`src/sv/gbn_pkg.sv`:
```
// Shared types and constants for the greedy box NMS block.
// Used by gbn_cell and greedy_box_nms; depends on nothing else.
package gbn_pkg;

   localparam int POS_W  = 12;               // signed box edge
   localparam int SIDE_W = 11;               // unsigned box width / height
   localparam int AREA_W = 2 * SIDE_W;       // w * h
   localparam int THR_W  = 16;               // Q0.16 IoU threshold
   localparam logic [THR_W-1:0] THR_RESET = 16'd29491;

   // request payload: x, y, w, h from the lowest bit up
   localparam int BOX_W   = 2 * POS_W + 2 * SIDE_W;
   localparam int REQ_DW  = ((BOX_W + 7) / 8) * 8;

   // cycles from a query entering a cell to that cell's verdict
   localparam int CELL_LAT = 4;

   typedef struct packed {
      logic        [SIDE_W-1:0] h;
      logic        [SIDE_W-1:0] w;
      logic signed [POS_W-1:0]  y;
      logic signed [POS_W-1:0]  x;
   } box_type;

   // query box moving down the chain
   typedef struct packed {
      logic               valid;
      box_type            box;
      logic [AREA_W-1:0]  area;
   } query_type;

   // running suppress verdict, trailing the query down the chain
   typedef struct packed {
      logic valid;
      logic suppress;
   } flag_type;

   typedef enum logic [2:0] {
      ST_IDLE,
      ST_AREA,
      ST_LAUNCH,
      ST_RUN,
      ST_DONE
   } state_type;

endpackage

```
`src/sv/gbn_cell.sv`:
```
// One cell of the NMS chain: holds one kept box, compares the passing query.
// Depends on gbn_pkg.
module gbn_cell
   import gbn_pkg::*;
#(
   parameter int CNT_W = 7,
   parameter int IDX   = 0
) (
   input  logic              clock,
   input  logic              reset,
   input  logic [THR_W-1:0]  thr,
   input  logic [CNT_W-1:0]  count,
   input  query_type         q_i,
   output query_type         q_o,
   input  flag_type          f_i,
   output flag_type          f_o,
   input  logic              wr_en,
   input  box_type           wr_box,
   input  logic [AREA_W-1:0] wr_area
);

   // overlap length of two spans, zero when they do not overlap
   function automatic logic [SIDE_W-1:0] overlap(
      input logic signed [POS_W-1:0] a0,
      input logic        [SIDE_W-1:0] alen,
      input logic signed [POS_W-1:0] b0,
      input logic        [SIDE_W-1:0] blen
   );
      logic signed [POS_W+1:0] ea0, eb0, a1, b1, lo, hi, d;
      ea0 = {{2{a0[POS_W-1]}}, a0};
      eb0 = {{2{b0[POS_W-1]}}, b0};
      a1  = ea0 + $signed({3'b000, alen});
      b1  = eb0 + $signed({3'b000, blen});
      lo  = (ea0 > eb0) ? ea0 : eb0;
      hi  = (a1 < b1) ? a1 : b1;
      d   = hi - lo;
      return (hi > lo) ? d[SIDE_W-1:0] : '0;
   endfunction

   query_type                q_ff;
   box_type                  st_box_ff;
   logic [AREA_W-1:0]        st_area_ff;

   logic                     act1_ff;
   logic [SIDE_W-1:0]        ovw_ff, ovh_ff;
   logic [AREA_W:0]          asum1_ff;

   logic                     act2_ff;
   logic [AREA_W-1:0]        inter2_ff;
   logic [AREA_W:0]          asum2_ff;

   logic                     act3_ff, nz3_ff;
   logic [AREA_W+THR_W-1:0]  lhs3_ff;
   logic [AREA_W+THR_W:0]    rhs3_ff;

   logic [AREA_W:0]          uni;
   logic                     verdict;
   flag_type                 f_ff;

   // pass the query to the next cell
   always_ff @(posedge clock) begin
      if (reset) begin
         q_ff.valid <= 1'b0;
      end else begin
         q_ff.valid <= q_i.valid;
      end
      q_ff.box  <= q_i.box;
      q_ff.area <= q_i.area;
   end

   assign q_o = q_ff;

   // hold the stored box
   always_ff @(posedge clock) begin
      if (wr_en && count == CNT_W'(IDX)) begin
         st_box_ff  <= wr_box;
         st_area_ff <= wr_area;
      end
   end

   // stage 1: overlap spans and area sum
   always_ff @(posedge clock) begin
      if (reset) begin
         act1_ff <= 1'b0;
      end else begin
         act1_ff <= q_ff.valid && (CNT_W'(IDX) < count);
      end
      ovw_ff   <= overlap(q_ff.box.x, q_ff.box.w, st_box_ff.x, st_box_ff.w);
      ovh_ff   <= overlap(q_ff.box.y, q_ff.box.h, st_box_ff.y, st_box_ff.h);
      asum1_ff <= {1'b0, q_ff.area} + {1'b0, st_area_ff};
   end

   // stage 2: intersection area
   always_ff @(posedge clock) begin
      if (reset) begin
         act2_ff <= 1'b0;
      end else begin
         act2_ff <= act1_ff;
      end
      inter2_ff <= AREA_W'(ovw_ff) * AREA_W'(ovh_ff);
      asum2_ff  <= asum1_ff;
   end

   // stage 3: union and threshold products
   assign uni = asum2_ff - {1'b0, inter2_ff};

   always_ff @(posedge clock) begin
      if (reset) begin
         act3_ff <= 1'b0;
      end else begin
         act3_ff <= act2_ff;
      end
      lhs3_ff <= {inter2_ff, {THR_W{1'b0}}};
      rhs3_ff <= (AREA_W+THR_W+1)'(thr) * (AREA_W+THR_W+1)'(uni);
      nz3_ff  <= (uni != '0);
   end

   // merge this cell's verdict into the running flag
   assign verdict = act3_ff && nz3_ff && ({1'b0, lhs3_ff} > rhs3_ff);

   always_ff @(posedge clock) begin
      if (reset) begin
         f_ff.valid    <= 1'b0;
         f_ff.suppress <= 1'b0;
      end else begin
         f_ff.valid    <= f_i.valid;
         f_ff.suppress <= f_i.suppress | verdict;
      end
   end

   assign f_o = f_ff;

endmodule

```
`config.mk`:
```
export PLATFORM = sky130hd
export DESIGN_NAME = gbn_cell
export DESIGN_NICKNAME = d
export VERILOG_FILES = /design/src/sv/gbn_pkg.sv /design/src/sv/gbn_cell.sv
export SDC_FILE = /design/constraint.sdc
export NUM_CORES = 2
export LEC_CHECK = 0
export ABC_AREA = 1
export BUFFER_PORTS_ARGS = -buffer_cell sky130_fd_sc_hd__buf_2
export CORE_UTILIZATION = 45
export DETAILED_ROUTE_END_ITERATION = 10
export MAX_ROUTING_LAYER = met4
export PLACE_DENSITY = 0.65
export SLEW_MARGIN = 20
export SYNTH_ARGS = -nofsm -noshare
export SYNTH_HDL_FRONTEND = slang
export SYNTH_SLANG_ARGS = --single-unit
```
`constraint.sdc`:
```
create_clock -name clock -period 8 [get_ports clock]
set_input_delay 0.8 -clock clock [delete_from_list [all_inputs] [get_ports clock]]
set_output_delay 0.8 -clock clock [all_outputs]
set_load 0.02 [all_outputs]
```
# --- Word-level counts from Yosys, hierarchy flattened ---
# Cells that the tools add are included.
classes:
  order_cmp: 8
  n_reduce_logical: 6
  bitwise: 1
  addsub: 8
  mul: 2
  div: 0
  shifts: 0
  mux: 4
  n_eq_ne: 0
ops:
  columns: ["operator", "n"]
  rows:
  - ["$mux W14", 4]
  - ["$add A12 B12 Y13", 4]
  - ["$gt A38 B39 Y1", 1]
  - ["$mul A16 B23 Y39", 1]
  - ["$gt A14 B14 Y1", 2]
  - ["$lt A13 B13 Y1", 2]
  - ["$gt A12 B12 Y1", 2]
  - ["$add A22 B22 Y23", 1]
  - ["$reduce_bool A23 Y1", 1]
  - ["$sub A23 B22 Y23", 1]
  - ["$mul A11 B11 Y22", 1]
  - ["$sub A11 B11 Y11", 2]
  - ["$logic_not A7 Y1", 1]
  - ["$lt A1 B7 Y1 const A", 1]
  - ["$logic_and A1 B1 Y1", 4]
  - ["$or A1 B1 Y1", 1]
word_totals:
  memories: 0
  mem_bits_ro: 0
  ff_bits: 294
  output_inout_bits: 71
  ramBits: 0
  latch_bits: 0

# --- Longest topological paths before layout ---
logic_depth:
  depth_word: 4
  mapped_depth: 38
  ltp_nobuf: 38

# --- Worst setup path after synthesis ---
# No wires, ideal clock.
synth_path:
  kind: "register to register"
  startpoint: "reg asum2_ff[0]"
  endpoint: "reg rhs3_ff[30]"
  path_stages_with_launch: 34
  period_less_slack_ns: 6.282
  setup_slack_ns: 1.718
  arrival_time_ns: 6.162
  setup_time_ns: 0.120
  path_cell_list: "dfxtp_1 -> inv_1 -> ha_1 -> fa_1 -> inv_1 -> nand3_1 -> nand2_1 -> nand2_1 -> nand2_1 -> nand3_1 -> nand3b_1 -> nand2_1 -> inv_1 -> buf_2 -> nand2_1 -> fa_1 -> fa_1 -> fa_1 -> inv_1 -> fa_1 -> fa_1 -> inv_1 -> fa_1 -> inv_1 -> ha_1 -> a21oi_1 -> nor2_1 -> nor2_1 -> o21ai_0 -> a21oi_1 -> nand2_1 -> nand2_1 -> nand2_1 -> xor2_1"
synth_via:
  elab_chain_len: 2
synth_rtl:
  columns: ["element", "line_no", "text"]
  rows:
  - ["start, declared", "gbn_cell.sv:50", "logic [AREA_W:0] asum2_ff;"]
  - ["start signal, assigned", "gbn_cell.sv:101", "asum2_ff <= asum1_ff;"]
  - ["$sub A23 B22 Y23", "gbn_cell.sv:105", "assign uni = asum2_ff - {1'b0, inter2_ff};"]
  - ["$mul A16 B23 Y39", "gbn_cell.sv:114", "rhs3_ff <= (AREA_W+THR_W+1)'(thr) * (AREA_W+THR_W+1)'(uni);"]
  - ["end signal, assigned", "gbn_cell.sv:114", null]
  - ["end, declared", "gbn_cell.sv:54", "logic [AREA_W+THR_W:0] rhs3_ff;"]
# No other way between the ends.
# A chain may end at the register's enable or synchronous reset.

# --- Worst setup path after layout ---
layout_path:
  startpoint: "reg asum2_ff[0]"
  endpoint: "reg rhs3_ff[38]"
# Same word-level chain as after synthesis.

==> metrics <==
Area contributors post-synth fa_1 25%, dfxtp_1 15%, ha_1 14%; worst skew pair latency 0.59 ns; vias in the first global route 24830; Post-synth top flop dfxtp_1; slowest stage delay, CP 0.51 ns; overall die area 69160 µm²; post-DR vias/cell 5.050; grt ovf 0; Distinct cells, synth 55; DRT Pass-1 Iters 9; die width 263.0 µm; CTS sink count 294; Initial Util 0.4556; first-pass GRT wire length 128800 µm; Post-Syn Area per Cell 8.169 µm²; number of synthesized flops with an enable pin 68; vias 24560; routability congestion estimate 0.9573; total track usage 0.2399; I/O pin total 236; part of the cycle the worst path needs 0.9236; Post-Synthesis Cells 3752; Critical Path Fanout Max 12; cell taking the most area after synthesis fa_1; clock buffer depth 3; share of the synthesized area in the top cell type 0.2482; Routed Antenna Nets 0; Fin. Hold Viols 0; FMAX 135.3 MHz; Inserted Clock Buffers 30; worst reg-to-reg setup slack 0.61 ns; largest net degree at the start of global routing 69; max-slew violations 0; NumNets Final 4866; Synth-to-Final Area Change 10.24%; Mapped Nets 4652; synthesized area 30650 µm²; RR Startpoint asum2_ff[0]$_DFF_P_; Post-CTS Hold Fix Bufs 0; HP Class in2reg; maxcap violations 0; crit path DAT 7.86 ns; most common cell after layout, fill and taps aside nand2_1; FP Rows 95; Root Buffer Master clkbuf_16; worst relative slew slack 0.3802; Seq/Total Area, Yosys 0.2142; CP startpoint asum2_ff[0]$_DFF_P_; DP Wirelength 66900 µm; minimum clock period 7.388 ns; most frequent CP cell nand2_1; warnings from Yosys 0; Detailed Route WL 79340 µm; die height 263.0 µm; required time worst endpoint 8.47 ns; WS Path Type reg2reg; IO Port Bufs 235; Worst-Margin Slew 0.9297 ns; hold slack 0.3012 ns; drt wl/cell 16.31 µm; Hold Crit Start q_i[50]; Critical-path top delay cell fa_1; # DRC 0; layout cells sized above 1 0.08549; core area 67280 µm²; FFs w/ async S/R, synth 0; CTS tree built; Setup violations, final 0; Worst Clk Skew 0.02980 ns; Post-CTS Repair Setup Buffers 0; Worst Setup End Kind flip-flop; crit start category flip-flop; Fin Setup TNS 0 ns; PostCTS Resize Cnt 0; initial antenna violation count 1; Clk pin slew, worst setup/hold paths 0.07 ns; unrepaired setup endpoints after global routing false; Detailed Route Iter0 Violations 1430; commonest cells after routing, fill and taps aside 823 x nand2_1, 756 x inv_1, 380 x fa_1; CTS H-tree lvls 1; outcome finished clean; synthesized flop and latch total 294
-- critical path, delay by kind of cell, from the launching register on --
| family | cells | cell delay [ns] |
|---|---|---|
| DFF | 1 | 0.31 |
| AOI/OAI and AO/OA | 4 | 1.01 |
| and+or+nand+nor | 15 | 1.59 |
| buffers and inverters | 7 | 0.61 |
| adders and majority gates | 9 | 3.76 |
-- stage by stage --
stage / util / worst slack, ns / area, µm² / std cells
3_3_place_gp: 0.4867 / 0.7071 / 32740 / 4807
4_1_cts: 0.5022 / 0.6961 / 33790 / 4862
6_report: 0.5023 / 0.6115 / 33790 / 4863
5_1_grt: 0.5023 / 0.1586 / 33790 / 4863
2_1_floorplan: - / 1.718 / 30650 / 3752
3_5_place_dp: 0.4867 / 0.7246 / 32740 / 4807
-- registers in the layout (all words and copies together), names as in the netlist, 11 cells and up --
register / count
asum1_ff: 23
q_o: 69
inter2_ff: 22
rhs3_ff: 39
st_area_ff: 22
st_box_ff: 46
lhs3_ff: 22
ovh_ff: 11
ovw_ff: 11
asum2_ff: 23
-- layout make-up --
type / count / area (µm²)
fillers: 6530 / 33490
multi-input cells: 2619 / 20890
flip-flops and latches: 294 / 6566
inverters: 769 / 2887
repair buffers: 252 / 1304
well taps: 873 / 1092
clock buffers: 40 / 860.8
clock inverters: 15 / 183.9
diodes: 1 / 2.502
-- cell families after synthesis --
logic type / Yosys count / synth area share
flip-flops: 294 / 0.2142
AND/OR/NAND/NOR: 1354 / 0.1780
buffers and inverters: 839 / 0.1042
AO/OA/AOI/OAI: 406 / 0.07483
adder cells (fa/ha/maj): 735 / 0.3931
XOR/XNOR: 124 / 0.03568
-- metal layers --
metal,GRT usage,part of all wire,vias up
met2,0.4014,0.47,735
li1,-,-,12050
met4,0.06591,0.028,0
met1,0.3033,0.43,11640
met5,-,0,-
met3,0.03339,0.063,141
-- synthesized netlist by cell type (3+ instances only) --
library cell  instances
a211oi_1              8
a21o_1               17
a21oi_1             192
a31oi_1               8
and2_1                3
buf_2                14
buf_6                 3
clkbuf_1             52
clkinv_1             10
dfxtp_1             226
edfxtp_1             68
fa_1                380
ha_1                355
inv_1               756
inv_2                 3
nand2_1             823
nand2_2              12
nand3_1              92
nand3b_1              9
nand4_1              35
nor2_1              334
nor3_1               25
nor4_1                9
o2111ai_1             5
o211ai_1              7
o21a_1                9
o21ai_0             109
o21ai_1               9
o21ai_2              11
o21bai_1             11
o31ai_1               5
or2_2                 3
xnor2_1              46
xor2_1               77
-- path summary, 6_finish.rpt --
check,end,cells after the start
setup reg to reg,rhs3_ff[38]$_DFF_P_,35
hold / removal,q_o[50]$_DFF_P_,1
hold reg to reg,asum2_ff[21]$_DFF_P_,0
setup / recovery,rhs3_ff[38]$_DFF_P_,35
Power is not shown: default switching activity piles up to over one toggle a cycle in this logic, so the estimate is an artifact.
